`config.mk`:
```
export PLATFORM = sky130hd
export DESIGN_NAME = ptp_time_of_day_counter_top
export DESIGN_NICKNAME = d
export VERILOG_FILES = /design/src/hdl/ptpc_pkg.sv /design/src/hdl/ptpc_update.sv /design/src/hdl/ptp_time_of_day_counter_top.sv
export SDC_FILE = /design/constraint.sdc
export NUM_CORES = 1
export LEC_CHECK = 0
export CAP_MARGIN = 40
export CORE_ASPECT_RATIO = 0.6
export CORE_MARGIN = 2
export CORE_UTILIZATION = 60
export CTS_CLUSTER_DIAMETER = 80
export DETAILED_ROUTE_END_ITERATION = 12
export DONT_BUFFER_PORTS = 1
export PLACE_DENSITY = 0.76
export SYNTH_ARGS = -nofsm -noshare
export SYNTH_HDL_FRONTEND = slang
export SYNTH_SLANG_ARGS = --single-unit
```
`constraint.sdc`:
```
create_clock -name aclk -period 6.7 [get_ports aclk]
set_input_delay 0.335 -clock aclk [delete_from_list [all_inputs] [get_ports aclk]]
set_output_delay 0.335 -clock aclk [all_outputs]
set_load 0.01 [all_outputs]
```
`src/hdl/ptpc_pkg.sv`:
```
package ptpc_pkg;

    localparam int NS_W  = 30;
    localparam int SEC_W = 32;
    localparam int OFS_W = 31;
    localparam int INC_W = 8;

    localparam logic [NS_W:0]    NS_PER_SEC = 31'd1000000000;
    localparam logic [NS_W-1:0]  NS_MAX     = 30'd999999999;
    localparam logic [INC_W-1:0] INC_RESET  = 8'd20;

    localparam logic [1:0] OP_TICK   = 2'd0;
    localparam logic [1:0] OP_SET    = 2'd1;
    localparam logic [1:0] OP_ADJUST = 2'd2;
    localparam logic [1:0] OP_READ   = 2'd3;

    // input word after range checks, ready for the time update
    typedef struct packed {
        logic [1:0]       op;
        logic [NS_W-1:0]  set_ns;
        logic [SEC_W-1:0] set_sec;
        logic             adj_neg;
        logic [NS_W-1:0]  adj_mag;
    } ptpc_item_t;

endpackage

```
`src/hdl/ptpc_update.sv`:
```
module ptpc_update (
    input  ptpc_pkg::ptpc_item_t        item,
    input  logic [ptpc_pkg::NS_W-1:0]   ns_cur,
    input  logic [ptpc_pkg::SEC_W-1:0]  sec_cur,
    input  logic [ptpc_pkg::INC_W-1:0]  ns_inc,
    output logic [ptpc_pkg::NS_W-1:0]   ns_new,
    output logic [ptpc_pkg::SEC_W-1:0]  sec_new
);
    import ptpc_pkg::*;

    logic [NS_W:0] add_val;
    logic [NS_W:0] sum;
    logic [NS_W:0] diff;
    logic [NS_W:0] diff_wrap;
    logic          sub_mode;

    // tick and positive adjust share the adder; negative adjust subtracts
    assign sub_mode  = (item.op == OP_ADJUST) && item.adj_neg;
    assign add_val   = (item.op == OP_TICK) ? {{(NS_W+1-INC_W){1'b0}}, ns_inc}
                                            : {1'b0, item.adj_mag};
    assign sum       = {1'b0, ns_cur} + add_val;
    assign diff      = {1'b0, ns_cur} - {1'b0, item.adj_mag};
    assign diff_wrap = diff + NS_PER_SEC;

    always_comb begin
        ns_new  = ns_cur;
        sec_new = sec_cur;
        case (item.op)
            OP_TICK, OP_ADJUST: begin
                if (sub_mode) begin
                    if (diff[NS_W]) begin
                        ns_new  = diff_wrap[NS_W-1:0];
                        sec_new = sec_cur - 32'd1;
                    end else begin
                        ns_new = diff[NS_W-1:0];
                    end
                end else if (sum >= NS_PER_SEC) begin
                    ns_new  = NS_W'(sum - NS_PER_SEC);
                    sec_new = sec_cur + 32'd1;
                end else begin
                    ns_new = sum[NS_W-1:0];
                end
            end
            OP_SET: begin
                ns_new  = item.set_ns;
                sec_new = item.set_sec;
            end
            default: begin
                ns_new  = ns_cur;
                sec_new = sec_cur;
            end
        endcase
    end

endmodule

```
`src/hdl/ptp_time_of_day_counter_top.sv`:
```
// ptp time-of-day counter, digital rollover
// keeps seconds (32 bits) and nanoseconds (0..999999999) and returns the
// time after every input word.
// input channel s_*: one word per operation: tick adds the configured
// increment, set loads a new time, adjust adds a signed sub-second offset
// with carry or borrow into the seconds, read only returns the time.
// result channel m_*: one word per input word, in order.
// cfg_wen/cfg_wdata write the nanosecond increment per tick.
// after input acceptance a word passes the input register (where clamping
// of set and offset values is already done) and then the result register,
// which also takes the time update; m_tvalid rises when the word reaches
// the result register.
// throughput is one word per cycle while the receiver keeps m_tready high,
// set by the time update loop on the time registers.
// when the receiver stalls, the result register holds, then the input
// register fills and s_tready drops; nothing is lost.
// reset (aresetn low, synchronous) clears the time to zero, empties both
// registers and restores the increment to 20 ns.
module ptp_time_of_day_counter_top (
    input  logic        aclk,
    input  logic        aresetn,
    input  logic        cfg_wen,
    input  logic [7:0]  cfg_wdata,
    input  logic        s_tvalid,
    output logic        s_tready,
    input  logic [95:0] s_tdata,   // op[1:0], set_nanoseconds[31:2], set_seconds[63:32],
                                   // offset_ns[94:64], zero[95]
    output logic        m_tvalid,
    input  logic        m_tready,
    output logic [63:0] m_tdata    // nanoseconds[29:0], seconds[61:30], zero[63:62]
);
    import ptpc_pkg::*;

    logic [INC_W-1:0]  inc_reg;
    logic [NS_W-1:0]   ns_reg;
    logic [SEC_W-1:0]  sec_reg;
    logic [NS_W-1:0]   ns_next;
    logic [SEC_W-1:0]  sec_next;
    ptpc_item_t        item_reg;
    ptpc_item_t        item_next;
    logic              item_vld_reg;
    logic              out_vld_reg;
    logic              advance;
    logic              in_acc;

    logic [NS_W-1:0]   set_ns_raw;
    logic [OFS_W-1:0]  ofs_raw;
    logic [OFS_W-1:0]  ofs_neg;
    logic [OFS_W-1:0]  ofs_mag;

    assign advance  = item_vld_reg && (!out_vld_reg || m_tready);
    assign s_tready = !item_vld_reg || advance;
    assign in_acc   = s_tvalid && s_tready;

    // clamp set and offset values on the way into the input register
    assign set_ns_raw = s_tdata[31:2];
    assign ofs_raw    = s_tdata[94:64];
    assign ofs_neg    = ~ofs_raw + 31'd1;
    assign ofs_mag    = ofs_raw[OFS_W-1] ? ofs_neg : ofs_raw;

    always_comb begin
        item_next.op      = s_tdata[1:0];
        item_next.set_ns  = (set_ns_raw > NS_MAX) ? NS_MAX : set_ns_raw;
        item_next.set_sec = s_tdata[63:32];
        item_next.adj_neg = ofs_raw[OFS_W-1];
        item_next.adj_mag = (ofs_mag > {1'b0, NS_MAX}) ? NS_MAX : ofs_mag[NS_W-1:0];
    end

    ptpc_update u_update (
        .item    (item_reg),
        .ns_cur  (ns_reg),
        .sec_cur (sec_reg),
        .ns_inc  (inc_reg),
        .ns_new  (ns_next),
        .sec_new (sec_next)
    );

    always_ff @(posedge aclk) begin
        if (!aresetn) begin
            inc_reg      <= INC_RESET;
            ns_reg       <= '0;
            sec_reg      <= '0;
            item_vld_reg <= 1'b0;
            out_vld_reg  <= 1'b0;
        end else begin
            if (cfg_wen) begin
                inc_reg <= cfg_wdata;
            end
            if (in_acc) begin
                item_vld_reg <= 1'b1;
            end else if (advance) begin
                item_vld_reg <= 1'b0;
            end
            if (advance) begin
                ns_reg      <= ns_next;
                sec_reg     <= sec_next;
                out_vld_reg <= 1'b1;
            end else if (m_tready) begin
                out_vld_reg <= 1'b0;
            end
        end
    end

    always_ff @(posedge aclk) begin
        if (in_acc) begin
            item_reg <= item_next;
        end
    end

    // the time registers double as the result register
    assign m_tvalid = out_vld_reg;
    assign m_tdata  = {2'b00, sec_reg, ns_reg};

endmodule

```
* Word level (Yosys, flattened, before mapping)
Index checks and enable logic that the tools add are counted.
** Storage, ports and cells
- Flip-flop bits (word level) :: 167
- Input port bits :: 109
- Output and inout port bits :: 66
- Word-level logic and storage cells :: 53
** Operators by class
- Add/sub/neg operators :: 7
- Order comparisons :: 3
- Equality and inequality tests :: 4
- Multiplexer cells :: 14
- Bitwise logic cells :: 1
- Reductions and logical operators :: 14
** Operators with widths (number)
- $mux W30 :: 4
- $mux W32 :: 3
- $pmux W32 S2 :: 1
- $pmux W30 S2 :: 1
- $add A32 B1 Y32 const B :: 1
- $sub A32 B1 Y32 const B :: 1
- $add A30 B30 Y31 :: 1
- $add A31 B1 Y31 const B :: 1
- $ge A31 B30 Y1 const B :: 1
- $gt A31 B30 Y1 const B :: 1
- $mux W31 :: 1
- $not A31 Y31 :: 1
- $sub A30 B30 Y31 :: 1
- $add A30 B30 Y30 const B :: 1
- $gt A30 B30 Y1 const B :: 1
- $sub A30 B30 Y30 const B :: 1
- $reduce_bool A2 Y1 :: 3
- $mux W1 :: 4
- $reduce_and A4 Y1 :: 1
- $logic_and A1 B1 Y1 :: 3
- $ne A3 B1 Y1 const B :: 1
- $ne A3 B2 Y1 const B :: 1
- $eq A2 B1 Y1 const B :: 1
- $eq A2 B2 Y1 const B :: 1
- 5 further kinds :: 7

* Longest topological paths before layout
Gate-level depths: netlist of run 1.
- Word-level depth :: 7
- Depth in mapped cells :: 20
- Gate-level depth less buffers :: 18

* Cells and area by module
Synthesis of run 1 repeated with hierarchy kept, for this count alone.
** Unflattened totals
- Cell total of the unflattened synthesis :: 1932
- Area, all modules :: 15302.2 sq um
** Modules (own cells, without submodules)
- ptpc_update :: instances 1, cells an instance 1219, area an instance 7833.8 sq um, seq. area each 0.0 sq um
- ptp_time_of_day_counter_top :: instances 1, cells an instance 713, area an instance 7468.4 sq um, seq. area each 4294.1 sq um

* Worst setup path before layout of run 1
OpenSTA, ideal clock, no wires.
- Path type :: reg2reg
- From :: reg item_reg[93] (netlist name)
- To :: reg sec_reg[22]
- Library setup time :: 0.116 ns
- Data arrival time :: 5.140 ns
- Required time :: 6.584 ns
- Setup slack :: 1.444 ns
- Cell stages (with the launch flop) :: 19
- Buffers on the path :: 2
- Clock period less this slack :: 5.256 ns
- Cell sequence :: edfxtp_1 -> nor2_1 -> mux2_2 -> ha_1 -> inv_1 -> fa_1 -> xnor2_1 -> or3b_2 -> or4_1 -> or4_1 -> or4b_1 -> or4_1 -> a31o_2 -> a21oi_2 -> o21a_1 -> buf_4 -> buf_4 -> o211ai_1 -> o211a_1
** On the way
- Longest elaborated chain between the ends :: 6
- Elaborated cells on any way between the ends :: 14
- Those cells by class :: 1 x add/sub; 1 x order compare; 4 x eq/ne; 3 x mux; 5 x reduce/logical
** RTL lines
- start, declared :: line ptp_time_of_day_counter_top.sv:39 : ptpc_item_t item_reg;
- start signal, assigned :: line ptp_time_of_day_counter_top.sv:106 : item_reg <= item_next;
- $logic_not A2 Y1 :: line ptpc_update.sv:19, ptpc_update.sv:28
- $mux W30 :: line ptpc_update.sv:19 : assign add_val = (item.op == OP_TICK) ? {{(NS_W+1-INC_W){1'b0}}, ns_inc}
- $add A30 B30 Y31 :: line ptpc_update.sv:21 : assign sum = {1'b0, ns_cur} + add_val;
- $ge A31 B30 Y1 :: line ptpc_update.sv:37 : end else if (sum >= NS_PER_SEC) begin
- $ne A3 B1 Y1 (no source line)
- $reduce_and A4 Y1 (no source line)
- end signal, assigned :: line ptp_time_of_day_counter_top.sv:96 : sec_reg <= sec_next;
- end, declared :: line ptp_time_of_day_counter_top.sv:36 : logic [SEC_W-1:0] sec_reg;
Several ways; a longest one is shown, not always the timed one.
A chain may end at the register's enable or synchronous reset.

* Worst setup path after layout of run 1
- From :: reg item_reg[94] (netlist name)
- To :: reg ns_reg[13]
** On the way
- Longest elaborated chain between the ends :: 7
- Elaborated cells on any way between the ends :: 14
- Those cells by class :: 2 x add/sub; 1 x order compare; 2 x eq/ne; 4 x mux; 5 x reduce/logical
** RTL lines
- $logic_not A2 Y1 :: line ptpc_update.sv:19, ptpc_update.sv:28
- $mux W30 :: line ptpc_update.sv:19
- $add A30 B30 Y31 :: line ptpc_update.sv:21
- $sub A30 B30 Y30 or $ge A31 B30 Y1 (tied branches) :: line ptpc_update.sv:38, ptpc_update.sv:37
- $mux W30 :: line ptpc_update.sv:37
- $mux W30 :: line ptpc_update.sv:30 : if (sub_mode) begin
- $pmux W30 S2 :: line ptpc_update.sv:28 : case (item.op)
- end signal, assigned :: line ptp_time_of_day_counter_top.sv:95 : ns_reg <= ns_next;
- end, declared :: line ptp_time_of_day_counter_top.sv:35 : logic [NS_W-1:0] ns_reg;
Several ways; a longest one is shown, not always the timed one.

==> out/results.ini, run 1 <==
[clock_network]
clk_latency_ns = 0.45
cts_tree = done
cts_max_level = 4
cts_buffers = 17
cts_sinks = 167
cts_buffer_depth = 2
root_buffer = clkbuf_16
path_clk_slew_ns = 0.07
cts_resized = 0

[sta]
rsz0062_at_grt = false
max_slew.worst_pin.slew_ns = 0.929
fin_crit_sh = 0.947
min_period_ns = 6.34
fin_skew_ns = 0.00730
fin_setup_tns_ns = 0
slew_viol_final = 0
hold_violations = 0
max_freq_ghz = 0.158
setup_violations = 0
slew_headroom = 0.373

[finish]
drive_gt1_frac = 0.0598
fin_area_mm2 = 0.0155
area_growth_pct = 8.71
insertedDiodeCount = 0
fillCellCount = 1974
largest_register_ffs = 95
layout_common_cells = 203 x nand2_1, 142 x a21oi_1, 138 x nor2_1
nNetsFinal = 1948
layout_commonest_cell = nand2_1

[setup_path]
path_class = reg -> reg
r2r_cells = 18
crit_arrival_ns = 6.68
path_cells = nor2_2 > buf_4 > nand2_1 > o21ai_0 > ha_1 > a211oi_1 > a211oi_1 > o311ai_0 > o311ai_0 > o211ai_1 > nor4b_1 > o21bai_1 > a31o_2 > a21oi_2 > buf_4 > o211ai_1 > xor2_1 > a221o_1
cp_max_fo = 15
cp_top_family = compound AO/OA/AOI/OAI gates
critPathBufInv = 2
path_depth = 18
cp-start-kind = flip-flop
cp_slowest_cell = o311ai_0
worstPathRequired_ns = 7.04
crit_path_end_kind = flip-flop
critical-path-max-stage-delay_ns = 0.78

[global_routing]
grt_pass1_vias = 12348
grt_pass1_wl_um = 65300
grt_max_degree = 73
grt_use_total = 0.332
grt-ovfl-total = 0
antenna_found_initial = 0

[die]
io_pins = 175
dieArea_mm2 = 0.0250
fp.dieH_um = 123
rows = 43
die_x_um = 203
start_util = 0.615
core_area_mm2 = 0.0232

[route]
wl_per_cell_um = 20.1
drcViolationCount = 0
drt_iter0_markers = 1448
drtAntennaViolNets = 0
wl_um = 41700
viasPerCell = 6.52
drt_first_pass_iters = 5
vias = 13495

[power_and_ir_drop]
power.density_mw_per_mm2 = 218
ir_worst_vdd_uv = 226
leakagePower_nw = 6.39

[worst_hold_path]
holdPathStages = 2
hold_class = in -> reg

[logic_synthesis]
synth_edf_count = 95
ys_types = 85
synth_area_mm2 = 0.0143
syn-instance-count = 1751
synth-async-reset-ratio = 0
synth-seq-cells = 167
yosys_warnings = 0
synth_ff_type = edfxtp_1
syn-mean-instance-area_um2 = 8.14
yosysSeqAreaShare = 0.301

[placed_design]
io_buffer_count = 0
gp_congestion = 0.950
placed_area_mm2 = 0.0145
dp_hpwl_um = 31300

[job]
drv_cap = 0

[status]
status = complete, no violations

## worst paths after layout
check	slack (ns)	endpoint	from
hold reg to reg	0.50	inc_reg[2]$_SDFFE_PN1P_	inc_reg[2]$_SDFFE_PN1P_
setup / recovery	0.36	ns_reg[13]$_SDFFE_PN0P_	item_reg[94]$_DFFE_PP_
setup reg to reg	0.36	ns_reg[13]$_SDFFE_PN0P_	item_reg[94]$_DFFE_PP_
hold / removal	0.005	ns_reg[23]$_SDFFE_PN0P_	aresetn
## metrics by stage
stage               hold WS [ns]  std cells  worst slack [ns]  utilization  power (mW)
global placement           0.429       1997             0.718        0.623        2.26
CTS                    0.0000344       2069             0.591        0.667        3.36
finish                   0.00488       2070             0.358        0.668        3.38
global route              0.0112       2070           0.00316        0.668        3.55
detailed placement         0.434       1998             0.602        0.623        2.29
floorplan                  0.434       1752              1.44            -        2.05
## report_power, final
group	total, mW	internal (mW)	switching (mW)	leakage (nW)
registers	1.23	1.16	0.0673	1.52
clock network	1.06	0.598	0.465	0.309
logic	1.09	0.427	0.665	4.56
total	3.38	2.19	1.20	6.39
## logic make-up (layout without fill, tap and decap cells)
| group | Yosys count | count (layout) | synth area share |
|---|---|---|---|
| fa+ha+maj | 97 | 97 | 0.0867 |
| xor+xnor | 126 | 126 | 0.0774 |
| buf+inv | 150 | 153 | 0.0424 |
| mux | 19 | 19 | 0.0136 |
| compound gates | 557 | 557 | 0.261 |
| other cells | 1 | 2 | 0.000263 |
| simple gates | 634 | 634 | 0.217 |
| flops | 167 | 167 | 0.301 |
## per-layer routing
layer,part of all wire,vias to the layer above,track usage
met3,0.096,72,0.0722
li1,-,6450,-
met5,0,-,0
met2,0.42,584,0.490
met4,0.021,0,0.105
met1,0.46,6389,0.482
## synthesized netlist by cell type (all sizes together), types with 7 or more instances
cell type    n  area [um2]
nand2      203         762
a21oi      143         719
nor2       139         522
o21ai      115         579
edfxtp      95        2850
ha          94        1180
dfxtp       72        1440
xnor2       71         622
clkbuf      69         259
inv         62         233
xor2        55         482
nand3       50         250
o211ai      43         323
nor2b       39         244
nor3        37         185
a211oi      36         270
a21o        35         263
or2         29         181
and2        23         149
and3        22         138
buf         18         109
o21a        18         135
o211a       17         170
mux2i       16         160
nand2b      16         100
or3         16         110
a31oi       14        87.6
nand4       14        87.6
o31ai       13        97.6
a221oi      12         105
or4         12        97.6
a21boi      11        82.6
o21bai      10        75.1
o22ai       10        62.6
nor4         9        56.3
a211o        8        70.1
a221o        7        70.1
o41ai        7        61.3
## timing repair
action / in CTS / in global routing
hold endpoints to repair: 40 / 0
setup buffers: 0 / 0
hold buffers: 39 / 0
## cell type report
type	instances	area, um2	area share
Multi-Input combinational cell	1435	9370	0.605
Sequential cell	167	4290	0.277
Clock buffer	17	425	0.0275
Timing Repair Buffer	58	578	0.0373
Inverter	63	236	0.0153
Clock inverter	15	194	0.0125
Tap cell	315	394	0.0254
(Power assumes the default switching activity.)
==> run 2: changes to the inputs <==
--- a/config.mk
+++ b/config.mk
@@ -7,11 +7,12 @@
 export LEC_CHECK = 0
 export CAP_MARGIN = 40
 export CORE_ASPECT_RATIO = 0.6
-export CORE_MARGIN = 2
+export CORE_MARGIN = 10
 export CORE_UTILIZATION = 60
 export CTS_CLUSTER_DIAMETER = 80
 export DETAILED_ROUTE_END_ITERATION = 12
 export DONT_BUFFER_PORTS = 1
+export GPL_TIMING_DRIVEN = 0
 export PLACE_DENSITY = 0.76
 export SYNTH_ARGS = -nofsm -noshare
 export SYNTH_HDL_FRONTEND = slang
==> out/results.ini, run 2 (synthesis gave the netlist of run 1 again) <==
[sta]
fin_crit_sh = 0.968  ; +0.0217
max_freq_ghz = 0.154  ; -2.2%
hold_slack_ns = 0.0188  ; +0.0139 ns
hold_violations = 0  ; unchanged
rsz0062_at_grt = false
slew_headroom = 0.346  ; -0.0276
slew_viol_final = 0  ; unchanged
fin_skew_ns = 0.00879  ; +0.00149 ns
min_period_ns = 6.49  ; +0.145 ns
finalWorstSetupSlack_ns = 0.213  ; -0.145 ns
max_slew.worst_pin.slew_ns = 0.969  ; +0.0408 ns
setup_violations = 0  ; unchanged

[die]
io_pins = 175  ; unchanged
die_x_um = 219  ; +7.9%
fp.dieH_um = 139  ; +13%
core_area_mm2 = 0.0232  ; +0.23%
rows = 43  ; unchanged
start_util = 0.613  ; -0.00142
dieArea_mm2 = 0.0305  ; +22%

[setup_path]
cp_top_family = simple AND/OR/NAND/NOR gates
path_cells = nor2_1 > buf_4 > clkbuf_2 > nor2_1 > ha_1 > clkbuf_1 > nand2_1 > nor4_4 > buf_1 > o211a_1 > nor3_2 > xnor2_1 > or4b_1 > or4_1 > a31o_2 > a21oi_4 > o21a_1 > buf_4 > buf_4 > o211ai_1 > o211a_1
cp-start-kind = flip-flop
startpoint = item_reg[93]$_DFFE_PP_
path_class = reg -> reg
worstPathRequired_ns = 7.05  ; about the same
critPathBufInv = 6  ; +4
critical-path-max-stage-delay_ns = 0.60  ; -0.18 ns
crit_top_cell = buf_4
r2r-start = item_reg[93]$_DFFE_PP_
cp_max_fo = 10  ; -5
crit_arrival_ns = 6.83  ; +0.15 ns
crit_path_end_kind = flip-flop
cp_slowest_cell = or4_1

[route]
drtAntennaViolNets = 0  ; unchanged
drt_iter0_markers = 1837  ; +27%
viasPerCell = 6.68  ; +2.5%
drt_first_pass_iters = 6  ; +1
vias = 14296  ; +5.9%
drcViolationCount = 0  ; unchanged
wl_per_cell_um = 23.3  ; +16%
wl_um = 49800  ; +19%

[worst_hold_path]
hold_start = cfg_wdata[4]
hold_class = in -> reg

[finish]
insertedDiodeCount = 0  ; unchanged
drive_gt1_frac = 0.0581  ; -0.00172
nNetsFinal = 2017  ; +3.5%
area_growth_pct = 9.92
fin_area_mm2 = 0.0157  ; +1.1%
layout_common_cells = 203 x nand2_1, 142 x a21oi_1, 139 x nor2_1
largest_register_ffs = 95  ; unchanged
layout_commonest_cell = nand2_1
fillCellCount = 1995  ; +1.1%

[placed_design]
placed_area_mm2 = 0.0147  ; +1.8%
io_buffer_count = 0  ; unchanged
gp_congestion = 0.974  ; +2.5%
dp_hpwl_um = 39100  ; +25%
place_ws_ns = 0.107  ; -0.495 ns

[clock_network]
cts_sinks = 167  ; unchanged
cts_setup_buffers = 0  ; unchanged
cts_buffers = 17  ; unchanged
clk_latency_ns = 0.46  ; about the same
root_buffer = clkbuf_16
path_clk_slew_ns = 0.07  ; about the same
cts_max_level = 4  ; unchanged
cts_tree = done
cts_buffer_depth = 2  ; unchanged

[global_routing]
grt_pass1_wl_um = 75600  ; +16%
grt_use_total = 0.316  ; -0.0159
antenna_found_initial = 1  ; +1
grt_pass1_vias = 12872  ; +4.2%
grt_max_degree = 66  ; -9.6%
grt-ovfl-total = 0  ; unchanged

[status]
status = complete, no violations

[job]
drv_cap = 0  ; unchanged

[power_and_ir_drop]
power.density_mw_per_mm2 = 213  ; -2.6%
leakagePower_nw = 6.44  ; +0.72%
ir_worst_vdd_uv = 202  ; -10%
p_total_mw = 3.33  ; -1.5%

run 2: path summary, 6_finish.rpt:
| kind | slack, ns | to | depth (start not counted) |
|---|---|---|---|
| max | 0.21 | sec_reg[22]$_SDFFE_PN0P_ | 21 |
| min reg2reg | 0.49 | inc_reg[2]$_SDFFE_PN1P_ | 2 |
| max reg2reg | 0.21 | sec_reg[22]$_SDFFE_PN0P_ | 21 |
| min | 0.02 | inc_reg[4]$_SDFFE_PN1P_ | 2 |
run 2: area by class of cell:
cell class,instances,area [um2],area share
well taps,315,394,0.0252
plain buffers,87,372,0.0237
multi-input cells,1435,9410,0.601
inverters,63,236,0.0151
repair buffers,40,413,0.0264
clock buffers,19,453,0.0289
flip-flops and latches,167,4290,0.274
clock inverters,13,93.8,0.00599
run 2: worst reg2reg max path: stages (launching register included):
cell and delay [ns]:
edfxtp_1 0.49, nor2_1 0.30, buf_4 0.26, clkbuf_2 0.26
nor2_1 0.07, ha_1 0.27, clkbuf_1 0.30, nand2_1 0.24
nor4_4 0.37, buf_1 0.23, o211a_1 0.30, nor3_2 0.12
xnor2_1 0.30, or4b_1 0.51, or4_1 0.60, a31o_2 0.37
a21oi_4 0.34, o21a_1 0.20, buf_4 0.19, buf_4 0.26
o211ai_1 0.19, o211a_1 0.20
run 2: report_power, final:
part           switching [mW]  internal, mW  leakage, nW
registers              0.0729          1.16         1.52
logic                   0.720         0.425         4.65
clock network           0.454         0.498        0.272
total                    1.25          2.08         6.44
run 2: timing repair:
item	4_1_cts	5_1_grt
hold buffers	35	0
resized for setup	0	13
endpoints found under the setup margin	0	45
hold endpoints to repair	35	0
run 2: routing by layer:
layer / vias up / global-route usage / part of all wire
met3: 91 / 0.105 / 0.14
met5: - / 0 / 0.00024
met4: 2 / 0.0784 / 0.020
li1: 6591 / - / -
met2: 871 / 0.421 / 0.39
met1: 6741 / 0.469 / 0.44
run 2: per-stage QoR:
stage | setup TNS (ns) | util | std cells
6_report | 0 | 0.674 | 2139
5_1_grt | 0 | 0.674 | 2139
4_1_cts | 0 | 0.672 | 2139
3_5_place_dp | 0 | 0.633 | 2072
3_3_place_gp | -22.11 | 0.630 | 2067
2_1_floorplan | 0 | - | 1752
